$ cat config.mk
export PLATFORM = sky130hd
export DESIGN_NAME = serial_frame_encoder_crc16_top
export DESIGN_NICKNAME = d
export VERILOG_FILES = /design/src/hw/rtl/sfe_pkg.sv /design/src/hw/rtl/sfe_front.sv /design/src/hw/rtl/sfe_queue.sv /design/src/hw/rtl/sfe_back.sv /design/src/hw/rtl/serial_frame_encoder_crc16_top.sv
export SDC_FILE = /design/constraint.sdc
export NUM_CORES = 1
export LEC_CHECK = 0
export ABC_AREA = 1
export BUFFER_PORTS_ARGS = -buffer_cell sky130_fd_sc_hd__buf_2
export CAP_MARGIN = 10
export CORE_ASPECT_RATIO = 1.25
export CORE_MARGIN = 2
export CORE_UTILIZATION = 35
export CTS_BUF_LIST = sky130_fd_sc_hd__clkbuf_16
export CTS_CLUSTER_SIZE = 16
export DETAILED_ROUTE_END_ITERATION = 10
export PLACE_DENSITY = 0.54
export SYNTH_ARGS = -nofsm -noshare
export SYNTH_HDL_FRONTEND = slang
export SYNTH_SLANG_ARGS = --single-unit
$ cat constraint.sdc
create_clock -name clk -period 10.14 [get_ports clk]
set_input_delay 1.014 -clock clk [delete_from_list [all_inputs] [get_ports clk]]
set_output_delay 1.014 -clock clk [all_outputs]
set_load 0.02 [all_outputs]
$ cat src/hw/rtl/sfe_pkg.sv
// Shared types, constants and the CRC-16 byte update for the frame encoder.
// No dependencies; every other file refers to it by scoped names.
`default_nettype none
package sfe_pkg;

  localparam logic [15:0] CRC_INIT = 16'hFFFF;
  localparam logic [15:0] CRC_POLY = 16'h1021;
  localparam int          QDEPTH   = 2;
  localparam int          QPTR_W   = $clog2(QDEPTH);
  localparam int          QCNT_W   = $clog2(QDEPTH + 1);

  // input kinds carried on tuser
  localparam logic REQ_START   = 1'b0;
  localparam logic REQ_PAYLOAD = 1'b1;

  // header and trailer byte positions of a start command
  localparam logic [3:0] ST_SOF0    = 4'd0;
  localparam logic [3:0] ST_SOF1    = 4'd1;
  localparam logic [3:0] ST_VER     = 4'd2;
  localparam logic [3:0] ST_TYPE    = 4'd3;
  localparam logic [3:0] ST_FLAGS   = 4'd4;
  localparam logic [3:0] ST_SEQ_LO  = 4'd5;
  localparam logic [3:0] ST_SEQ_HI  = 4'd6;
  localparam logic [3:0] ST_LEN_LO  = 4'd7;
  localparam logic [3:0] ST_LEN_HI  = 4'd8;
  localparam logic [3:0] ST_CRC_LO  = 4'd9;
  localparam logic [3:0] ST_CRC_HI  = 4'd10;
  // positions of a payload command
  localparam logic [3:0] PL_DATA    = 4'd0;
  localparam logic [3:0] PL_CRC_LO  = 4'd1;
  localparam logic [3:0] PL_CRC_HI  = 4'd2;

  // register indexes
  localparam logic [1:0] REG_SOF_FIRST  = 2'd0;
  localparam logic [1:0] REG_SOF_SECOND = 2'd1;
  localparam logic [1:0] REG_VERSION    = 2'd2;

  typedef struct packed {
    logic        kind;       // REQ_START or REQ_PAYLOAD
    logic        close;      // CRC trailer follows this command
    logic [7:0]  frame_type;
    logic [7:0]  frame_flags;
    logic [15:0] seq;
    logic [15:0] len;
    logic [7:0]  data;
  } sfe_cmd_t;

  typedef struct packed {
    logic full;
    logic not_empty;
  } sfe_q_status_t;

  typedef struct packed {
    logic [7:0] sof_first;
    logic [7:0] sof_second;
    logic [7:0] version;
  } sfe_cfg_t;

  // one byte through CRC-16/CCITT-FALSE, MSB first
  function automatic logic [15:0] crc_feed(input logic [15:0] crc, input logic [7:0] b);
    logic [15:0] c;
    c = crc ^ {b, 8'h00};
    for (int k = 0; k < 8; k++) begin
      if (c[15]) begin
        c = {c[14:0], 1'b0} ^ CRC_POLY;
      end else begin
        c = {c[14:0], 1'b0};
      end
    end
    return c;
  endfunction

endpackage
`default_nettype wire

$ cat src/hw/rtl/sfe_front.sv
// Front end: accepts input words, tracks frame state and drops misplaced words.
// Uses sfe_pkg; pushes classified commands into sfe_queue.
`default_nettype none
module sfe_front (
  input  wire                   clk,
  input  wire                   rst_n,
  input  wire                   in_valid,
  input  wire                   in_kind,
  input  wire [55:0]            in_data,
  input  sfe_pkg::sfe_q_status_t q_status,
  output logic                  in_ready,
  output logic                  push,
  output sfe_pkg::sfe_cmd_t     push_cmd
);

  logic        open_r, open_nxt;
  logic [15:0] rem_r, rem_nxt;
  logic        accept;
  logic [15:0] len;

  assign in_ready = !q_status.full;
  assign accept   = in_valid && in_ready;
  assign len      = in_data[47:32];

  always_comb begin
    open_nxt              = open_r;
    rem_nxt               = rem_r;
    push                  = 1'b0;
    push_cmd.kind         = in_kind;
    push_cmd.close        = 1'b0;
    push_cmd.frame_type   = in_data[7:0];
    push_cmd.frame_flags  = in_data[15:8];
    push_cmd.seq          = in_data[31:16];
    push_cmd.len          = len;
    push_cmd.data         = in_data[55:48];
    if (accept) begin
      if (in_kind == sfe_pkg::REQ_START) begin
        if (!open_r) begin
          push           = 1'b1;
          push_cmd.close = (len == 16'd0);
          if (len != 16'd0) begin
            open_nxt = 1'b1;
            rem_nxt  = len;
          end
        end
      end else if (open_r) begin
        push           = 1'b1;
        push_cmd.close = (rem_r == 16'd1);
        rem_nxt        = rem_r - 16'd1;
        if (rem_r == 16'd1) begin
          open_nxt = 1'b0;
        end
      end
    end
  end

  always_ff @(posedge clk) begin
    if (!rst_n) begin
      open_r <= 1'b0;
      rem_r  <= 16'd0;
    end else begin
      open_r <= open_nxt;
      rem_r  <= rem_nxt;
    end
  end

endmodule
`default_nettype wire

$ cat src/hw/rtl/sfe_queue.sv
// Two-entry command queue between front and back end.
// Uses sfe_pkg for the command type and depth.
`default_nettype none
module sfe_queue (
  input  wire                    clk,
  input  wire                    rst_n,
  input  wire                    push,
  input  sfe_pkg::sfe_cmd_t      push_cmd,
  input  wire                    pop,
  output sfe_pkg::sfe_cmd_t      head,
  output sfe_pkg::sfe_q_status_t status
);

  sfe_pkg::sfe_cmd_t               mem_r [sfe_pkg::QDEPTH];
  logic [sfe_pkg::QPTR_W-1:0]      wr_r, rd_r;
  logic [sfe_pkg::QCNT_W-1:0]      cnt_r;
  logic                            do_pop;

  assign head             = mem_r[rd_r];
  assign status.full      = (cnt_r == sfe_pkg::QCNT_W'(sfe_pkg::QDEPTH));
  assign status.not_empty = (cnt_r != '0);
  assign do_pop           = pop && status.not_empty;

  always_ff @(posedge clk) begin
    if (push) begin
      mem_r[wr_r] <= push_cmd;
    end
  end

  always_ff @(posedge clk) begin
    if (!rst_n) begin
      wr_r  <= '0;
      rd_r  <= '0;
      cnt_r <= '0;
    end else begin
      if (push) begin
        wr_r <= (wr_r == sfe_pkg::QPTR_W'(sfe_pkg::QDEPTH - 1)) ? '0 : wr_r + 1'b1;
      end
      if (do_pop) begin
        rd_r <= (rd_r == sfe_pkg::QPTR_W'(sfe_pkg::QDEPTH - 1)) ? '0 : rd_r + 1'b1;
      end
      if (push && !do_pop) begin
        cnt_r <= cnt_r + 1'b1;
      end else if (!push && do_pop) begin
        cnt_r <= cnt_r - 1'b1;
      end
    end
  end

endmodule
`default_nettype wire

$ cat src/hw/rtl/sfe_back.sv
// Back end: expands queued commands into frame bytes, runs the CRC and
// drives the registered output word. Uses sfe_pkg (types, crc_feed).
`default_nettype none
module sfe_back (
  input  wire                    clk,
  input  wire                    rst_n,
  input  sfe_pkg::sfe_cfg_t      cfg,
  input  sfe_pkg::sfe_cmd_t      head,
  input  sfe_pkg::sfe_q_status_t q_status,
  output logic                   pop,
  input  wire                    out_ready,
  output logic                   out_valid,
  output logic [7:0]             out_byte,
  output logic                   out_frame_end,
  output logic                   out_run_last
);

  logic [3:0]  step_r, step_nxt;
  logic [15:0] crc_r, crc_nxt;
  logic        valid_r, valid_nxt;
  logic [7:0]  byte_r, byte_nxt;
  logic        end_r, end_nxt;
  logic        last_r, last_nxt;
  logic        load;
  logic [3:0]  last_step;
  logic [7:0]  sel_byte;
  logic        sel_end;
  logic        feed;
  logic [15:0] crc_base;

  assign load = q_status.not_empty && (!valid_r || out_ready);

  always_comb begin
    sel_byte = 8'h00;
    sel_end  = 1'b0;
    feed     = 1'b0;
    crc_base = crc_r;
    if (head.kind == sfe_pkg::REQ_START) begin
      last_step = head.close ? sfe_pkg::ST_CRC_HI : sfe_pkg::ST_LEN_HI;
      unique case (step_r)
        sfe_pkg::ST_SOF0:   sel_byte = cfg.sof_first;
        sfe_pkg::ST_SOF1:   sel_byte = cfg.sof_second;
        sfe_pkg::ST_VER: begin
          sel_byte = cfg.version;
          crc_base = sfe_pkg::CRC_INIT;
          feed     = 1'b1;
        end
        sfe_pkg::ST_TYPE: begin
          sel_byte = head.frame_type;
          feed     = 1'b1;
        end
        sfe_pkg::ST_FLAGS: begin
          sel_byte = head.frame_flags;
          feed     = 1'b1;
        end
        sfe_pkg::ST_SEQ_LO: begin
          sel_byte = head.seq[7:0];
          feed     = 1'b1;
        end
        sfe_pkg::ST_SEQ_HI: begin
          sel_byte = head.seq[15:8];
          feed     = 1'b1;
        end
        sfe_pkg::ST_LEN_LO: begin
          sel_byte = head.len[7:0];
          feed     = 1'b1;
        end
        sfe_pkg::ST_LEN_HI: begin
          sel_byte = head.len[15:8];
          feed     = 1'b1;
        end
        sfe_pkg::ST_CRC_LO: sel_byte = crc_r[7:0];
        sfe_pkg::ST_CRC_HI: begin
          sel_byte = crc_r[15:8];
          sel_end  = 1'b1;
        end
        default: sel_byte = 8'h00;
      endcase
    end else begin
      last_step = head.close ? sfe_pkg::PL_CRC_HI : sfe_pkg::PL_DATA;
      unique case (step_r)
        sfe_pkg::PL_DATA: begin
          sel_byte = head.data;
          feed     = 1'b1;
        end
        sfe_pkg::PL_CRC_LO: sel_byte = crc_r[7:0];
        sfe_pkg::PL_CRC_HI: begin
          sel_byte = crc_r[15:8];
          sel_end  = 1'b1;
        end
        default: sel_byte = 8'h00;
      endcase
    end
  end

  always_comb begin
    step_nxt  = step_r;
    crc_nxt   = crc_r;
    valid_nxt = valid_r;
    byte_nxt  = byte_r;
    end_nxt   = end_r;
    last_nxt  = last_r;
    pop       = 1'b0;
    if (valid_r && out_ready) begin
      valid_nxt = 1'b0;
    end
    if (load) begin
      valid_nxt = 1'b1;
      byte_nxt  = sel_byte;
      end_nxt   = sel_end;
      last_nxt  = (step_r == last_step);
      if (feed) begin
        crc_nxt = sfe_pkg::crc_feed(crc_base, sel_byte);
      end
      // retire the command on its final byte
      if (step_r == last_step) begin
        pop      = 1'b1;
        step_nxt = 4'd0;
      end else begin
        step_nxt = step_r + 4'd1;
      end
    end
  end

  always_ff @(posedge clk) begin
    if (!rst_n) begin
      step_r  <= 4'd0;
      crc_r   <= sfe_pkg::CRC_INIT;
      valid_r <= 1'b0;
    end else begin
      step_r  <= step_nxt;
      crc_r   <= crc_nxt;
      valid_r <= valid_nxt;
    end
  end

  always_ff @(posedge clk) begin
    byte_r <= byte_nxt;
    end_r  <= end_nxt;
    last_r <= last_nxt;
  end

  assign out_valid     = valid_r;
  assign out_byte      = byte_r;
  assign out_frame_end = end_r;
  assign out_run_last  = last_r;

endmodule
`default_nettype wire

$ cat src/hw/rtl/serial_frame_encoder_crc16_top.sv
// Top level of the framed packet encoder with CRC-16/CCITT-FALSE.
// Holds the APB register bank; uses sfe_pkg, sfe_front, sfe_queue, sfe_back.
//
//   channel  direction  handshake              payload
//   in_      slave      in_tvalid/in_tready    tdata: type,flags,seq,len,data; tuser: kind
//   out_     master     out_tvalid/out_tready  tdata: byte; tuser: frame_end; tlast: run_last
//   cfg_     apb slave  psel/penable/pready    3 byte registers at 0x0, 0x4, 0x8
//
// One output word leaves per cycle while out_tready is high and a command is queued:
// a start word yields 9 bytes (11 with the CRC trailer), a payload word 1 (3 with the trailer).
// The front accepts one word per cycle while the two-entry command queue has room;
// dropped words are taken and cause nothing. Sync reset clears frame state,
// the CRC and registers; out_tready low holds the output word and fills the queue.
`default_nettype none
module serial_frame_encoder_crc16_top (
  input  wire         clk,
  input  wire         rst_n,
  input  wire         in_tvalid,
  output logic        in_tready,
  input  wire  [55:0] in_tdata,   // [7:0] frame_type, [15:8] frame_flags,
                                  // [31:16] sequence_number, [47:32] body_length,
                                  // [55:48] data_byte
  input  wire         in_tuser,   // [0] req_type
  output logic        out_tvalid,
  input  wire         out_tready,
  output logic [7:0]  out_tdata,  // [7:0] out_byte
  output logic        out_tuser,  // [0] frame_end
  output logic        out_tlast,  // run_last
  input  wire         cfg_psel,
  input  wire         cfg_penable,
  input  wire         cfg_pwrite,
  input  wire  [3:0]  cfg_paddr,
  input  wire  [31:0] cfg_pwdata,
  output logic [31:0] cfg_prdata,
  output logic        cfg_pready
);

  sfe_pkg::sfe_cfg_t      cfg_r;
  sfe_pkg::sfe_q_status_t q_status;
  sfe_pkg::sfe_cmd_t      push_cmd;
  sfe_pkg::sfe_cmd_t      head;
  logic                   push;
  logic                   pop;
  logic                   wr_en;
  logic [1:0]             reg_idx;

  assign cfg_pready = 1'b1;
  assign reg_idx    = cfg_paddr[3:2];
  assign wr_en      = cfg_psel && cfg_penable && cfg_pwrite && cfg_pready;

  always_ff @(posedge clk) begin
    if (!rst_n) begin
      cfg_r <= '0;
    end else if (wr_en) begin
      unique case (reg_idx)
        sfe_pkg::REG_SOF_FIRST:  cfg_r.sof_first  <= cfg_pwdata[7:0];
        sfe_pkg::REG_SOF_SECOND: cfg_r.sof_second <= cfg_pwdata[7:0];
        sfe_pkg::REG_VERSION:    cfg_r.version    <= cfg_pwdata[7:0];
        default: ;  // drop writes beyond the register list
      endcase
    end
  end

  always_comb begin
    unique case (reg_idx)
      sfe_pkg::REG_SOF_FIRST:  cfg_prdata = {24'd0, cfg_r.sof_first};
      sfe_pkg::REG_SOF_SECOND: cfg_prdata = {24'd0, cfg_r.sof_second};
      sfe_pkg::REG_VERSION:    cfg_prdata = {24'd0, cfg_r.version};
      default:                 cfg_prdata = 32'd0;
    endcase
  end

  sfe_front u_front (
    .clk      (clk),
    .rst_n    (rst_n),
    .in_valid (in_tvalid),
    .in_kind  (in_tuser),
    .in_data  (in_tdata),
    .q_status (q_status),
    .in_ready (in_tready),
    .push     (push),
    .push_cmd (push_cmd)
  );

  sfe_queue u_queue (
    .clk      (clk),
    .rst_n    (rst_n),
    .push     (push),
    .push_cmd (push_cmd),
    .pop      (pop),
    .head     (head),
    .status   (q_status)
  );

  sfe_back u_back (
    .clk           (clk),
    .rst_n         (rst_n),
    .cfg           (cfg_r),
    .head          (head),
    .q_status      (q_status),
    .pop           (pop),
    .out_ready     (out_tready),
    .out_valid     (out_tvalid),
    .out_byte      (out_tdata),
    .out_frame_end (out_tuser),
    .out_run_last  (out_tlast)
  );

endmodule
`default_nettype wire
## Yosys cells after proc, flatten, opt, wreduce, memory -nomap -nowiden

Memories as Yosys holds them, arrays and structs flattened. A register that Yosys moved wholly into a read port is not among the register bits.
Index checks and enable logic that the tools add are counted.

- Div/mod/pow operators: 0
- Equal/unequal tests: 17
- Bitwise logic cells: 9
- Mux-type cells: 67
- Reduce and logical (&&, ||, !) cells: 27
- $mul: 0
- Add/sub/neg operators: 6
- Shifts and indexed selects: 0
- Magnitude comparators: 0

Operators by type and width:

| operator | number |
|---|---|
| $mux W16 | 20 |
| $mux W13 | 8 |
| $pmux W8 S11 | 1 |
| $pmux W8 S3 | 2 |
| $mux W1 | 29 |
| $not A3 Y3 | 8 |
| $eq A16 B1 Y1 const B | 1 |
| $eq A4 B3 Y1 const B | 4 |
| $logic_not A16 Y1 | 1 |
| $reduce_bool A16 Y1 | 1 |
| $sub A16 B1 Y16 const B | 1 |
| $xor A16 B16 Y16 | 1 |
| $eq A4 B4 Y1 const B | 3 |
| $eq A4 B2 Y1 const B | 2 |
| $logic_and A1 B1 Y1 | 8 |
| $mux W2 | 4 |
| $mux W4 | 2 |
| $mux W8 | 1 |
| $reduce_and A2 Y1 | 4 |
| $reduce_bool A2 Y1 | 4 |
| $reduce_or A7 Y1 | 1 |
| $add A4 B1 Y4 const B | 1 |
| $eq A2 B2 Y1 const B | 2 |
| $eq A4 B1 Y1 const B | 1 |
| 12 further kinds | 16 |

- Bits in latches: 0
- Output and inout bits: 45
- Memories: 1
- RAM bits: 116
- Bits of input ports: 100
- ROM bits: 0
- Flip-flop bits (word level): 76
- Word-level logic and storage cells: 141

Memory list:

| memory | words | bits a word | rd ports | clocked after Yosys merged registers in | write ports | RTL line | RTL |
|---|---|---|---|---|---|---|---|
| u_queue.mem_r | 2 | 58 | 1 | 1 | 1 | sfe_queue.sv:14 | `sfe_pkg::sfe_cmd_t mem_r [sfe_pkg::QDEPTH];` |

## Logic depth before layout (Yosys ltp)

- Word-level depth: 34
- Gate-level depth with buffers: 17
- Gate-level depth less buffers: 17

## Cells and area by module

A second synthesis with hierarchy kept.

- Cell total of the unflattened synthesis: 1235
- Area total of the unflattened synthesis: 10786.6 µm²

By module, submodules not included:

| module | area each (µm²) | sequential area each (µm²) | instances | cells each |
|---|---|---|---|---|
| sfe_queue | 4495.6 | 3583.4 | 1 | 216 |
| sfe_back | 3062.9 | 720.7 | 1 | 499 |
| sfe_front | 1883.1 | 340.3 | 1 | 311 |
| serial_frame_encoder_crc16_top | 1345.0 | 480.5 | 1 | 209 |

## Worst setup path before layout

No wires, ideal clock.

- Path kind: in2reg
- Start point: in in_tuser
- End point: mem u_queue.mem_r[1][0] (netlist bit) (enable)
- Required time: 9.665 ns
- Arrival time: 3.854 ns
- Stages: 4
- Path slack: 5.810 ns
- Cells stage by stage: xor2_1 -> nor2_1 -> inv_1 -> nor2_1

- Longest elaborated chain between the ends: 4

Ends and longest elaborated chain:

| item | RTL line | RTL |
|---|---|---|
| from (decl) | serial_frame_encoder_crc16_top.sv:23 | `input wire in_tuser,` |
| $mux W1 | sfe_front.sv:37 | `if (in_kind == sfe_pkg::REQ_START) begin` |
| $mux W1 | sfe_front.sv:36 | `if (accept) begin` |
| via push | serial_frame_encoder_crc16_top.sv:42 | `logic push;` |
| $mux W1 | sfe_queue.sv:25 | `if (push) begin` |
| $mux W1 (not written as such) | sfe_queue.sv:26 | `mem_r[wr_r] <= push_cmd;` |
| to (decl) | sfe_queue.sv:14 |  |

The timed path passes the listed nets, and every way through them passes these cells.

==> metrics.csv <==
metric;value;unit
antenna_found_initial;0;
num_rows;67;
maxCapViolations;0;
ant_nets;0;
max_stage_delay;0.71;ns
worstSetupStartpointType;register;
synth_edf_count;126;
skew;0.01050;ns
gp_congestion;0.8997;
die_x;151.1;microns
cts_htree_levels;4;
portBuffers;93;
instances_no_fill;1603;
drtIter0Drc;739;
cts_tree;built;
hold_violations;0;
async_flop_share;0;%
end_kind;register;
coreArea;26740;sq um
holdCritPathClass;register to register;
clkSlewWorstSetupHoldPaths;0.07;ns
layout-drive-gt1-share;11.84;%
drc;0;
ys_warn_count;0;
initial_core_util;35.39;%
clk_latency;0.44;ns
rsz0062_at_grt;no;
post_cts_resize_count;0;
avgSynthCellArea;8.123;sq um
cts_buffer_depth;2;
synth_common_cells;nand2_1, edfxtp_1, nor2_1;
synth_top_area_cell;edfxtp_1;
p_total;2.837;mW
power_leakage;4.668;nW
netlist_area;9463;sq um
irDropWorstVdd;122.8;uV
dieArea;28380;sq um
final_nets;1354;
crit_path_cell_trace;buf_4, inv_2, or2_1, o21ai_2, nand3_1, nand3_1, clkinv_1, nand3_1, o211ai_1;
grt_pass1_wl;38990;microns
worstMarginPinSlew;0.9174;ns
synth_seq_cells;193;
fmax;291.4;MHz
status;complete, no violations;
gr-total-overflow;0;
antennaDiodeCount;0;
finalMaxSlewViolations;0;
root_buffer;clkbuf_16;
syn_inst;1165;
postCtsSetupBuffers;0;
syn_to_final_growth;13.47;%
crit_arrival;3.72;ns
slowest_stage;clkinv_1;
hpwl;17270;microns
viasPerCell;4.852;
r2r_cells;9;
drt-pass1-iter-count;5;
routed_wl;25000;microns
required;10.42;ns
ys_types;35;
ff2ff_setup_slack;6.71;ns
crit_path_frequent_cell;nand3_1;
max_slew_margin;38.61;%
synth_seq_area_share;54.16;%
path_class;register to register;
cts_buffers;17;
wire_per_inst;15.59;microns
dp.cells;1571;
postCtsHoldBufs;0;
period_minus_slack;3.431;ns
critPathMaxFanout;59;
clock-sinks;193;
fill_cells;2703;
route.vias.total;7777;
synth_area_leaders;edfxtp_1, nand2_1, dfxtp_1;
track_usage;18.03;%
p_per_area;264.2;nW/um^2
dieHeight;187.8;microns
grt_start_max_net_pins;60;
setup_viol;0;
period_share;33.84;%
crit_end;u_back.crc_r[1];
utilization;40.15;%
io_pins;145;
synth_top_cell_area_share;39.98;%
synth_ff_type;edfxtp_1;
synth.most_common_cell;nand2_1;
setup_tns;0;ns
timing.rr.end;u_back.crc_r[1];
grt_pass1_vias;7285;
-- worst max-delay path: cells and delay by family, from the launching register on --
kind / cells / cell delay [ns]
AOI/OAI and AO/OA: 2 / 0.37
and+or+nand+nor: 4 / 1.21
buffers and inverters: 3 / 1.31
DFF: 1 / 0.31
-- cell type report --
type | instances | area [sq um] | share of cell area, %
multi-input combinational | 836 | 3731 | 34.75
tap | 345 | 431.7 | 4.020
timing repair buffer | 99 | 510.5 | 4.754
sequential | 193 | 5126 | 47.74
clock buffer | 17 | 425.4 | 3.962
clock inverter | 15 | 145.1 | 1.352
inverter | 98 | 367.9 | 3.426
-- worst min path at each step --
| stage | startpoint | to | slack (ns) | cells after the start |
|---|---|---|---|---|
| 2_1_floorplan | u_back.crc_r[12] | u_back.crc_r[12] | 0.44 | 2 |
| 3_3_place_gp | u_back.crc_r[10] | u_back.crc_r[10] | 0.45 | 2 |
| 3_5_place_dp | u_front.rem_r[14] | u_front.rem_r[14] | 0.46 | 2 |
| 4_1_cts | u_front.rem_r[14] | u_front.rem_r[14] | 0.47 | 2 |
| 5_1_grt | u_front.rem_r[15] | u_front.rem_r[15] | 0.50 | 2 |
| 6_report | u_front.rem_r[14] | u_front.rem_r[14] | 0.47 | 2 |
-- layer usage --
layer	part of all wire, %	GRT usage (%)	vias to the layer above
met5	0	0	-
met4	2.4	6.111	0
met3	3.8	3.309	37
met2	52	31.80	176
met1	42	21.92	3599
li1	-	-	3965
-- stage by stage --
stage,hold WS [ns],setup WS [ns],instance area [sq um]
after global routing,0.4963,6.442,10740
final,0.4720,6.709,10740
after detailed placement,0.4597,6.502,10170
after floorplan,0.4407,5.810,9549
after CTS,0.4713,6.748,10740
after global placement,0.4501,6.577,10170
-- power breakdown --
part	internal, mW	switching [mW]
registers	0.995	0.0665
clock network	0.346	0.313
logic	0.320	0.796
-- sequential cells by signal, summed over array words and instances, names as in the netlist, named ones only --
name / flops
u_back.out_byte: 8
u_back.crc_r: 16
u_back.out_run_last: 1
u_back.out_valid: 1
u_front.rem_r: 16
u_queue.wr_r: 1
u_back.out_frame_end: 1
u_front.open_r: 1
u_queue.rd_r: 1
u_back.step_r: 4
u_queue.cnt_r: 2
cfg_r: 24
u_queue.mem_r: 116
-- placed cells by master, fill, tap and decap left out, types with 17 or more instances in the layout --
cell,synthesis,layout
inv_1,83,83
nand2_1,410,410
buf_2,14,93
clkbuf_16,0,17
nand3_1,77,77
dfxtp_1,67,66
conb_1,2,25
nor2_1,112,110
edfxtp_1,126,126
o21ai_0,72,72
a21oi_1,60,60
-- cell families (layout without fill, tap and decap cells) --
family / Yosys count / in the layout / share of synthesized area, %
DFF: 193 / 193 / 54.16
xor gates and xnor gates: 5 / 5 / 0.4628
and+or+nand+nor: 627 / 627 / 26.71
adders and majority gates: 9 / 9 / 1.190
AOI/OAI and AO/OA: 170 / 170 / 9.917
buffers and inverters: 159 / 229 / 7.484
other: 2 / 25 / 0.07936
(Power assumes the default switching activity.)
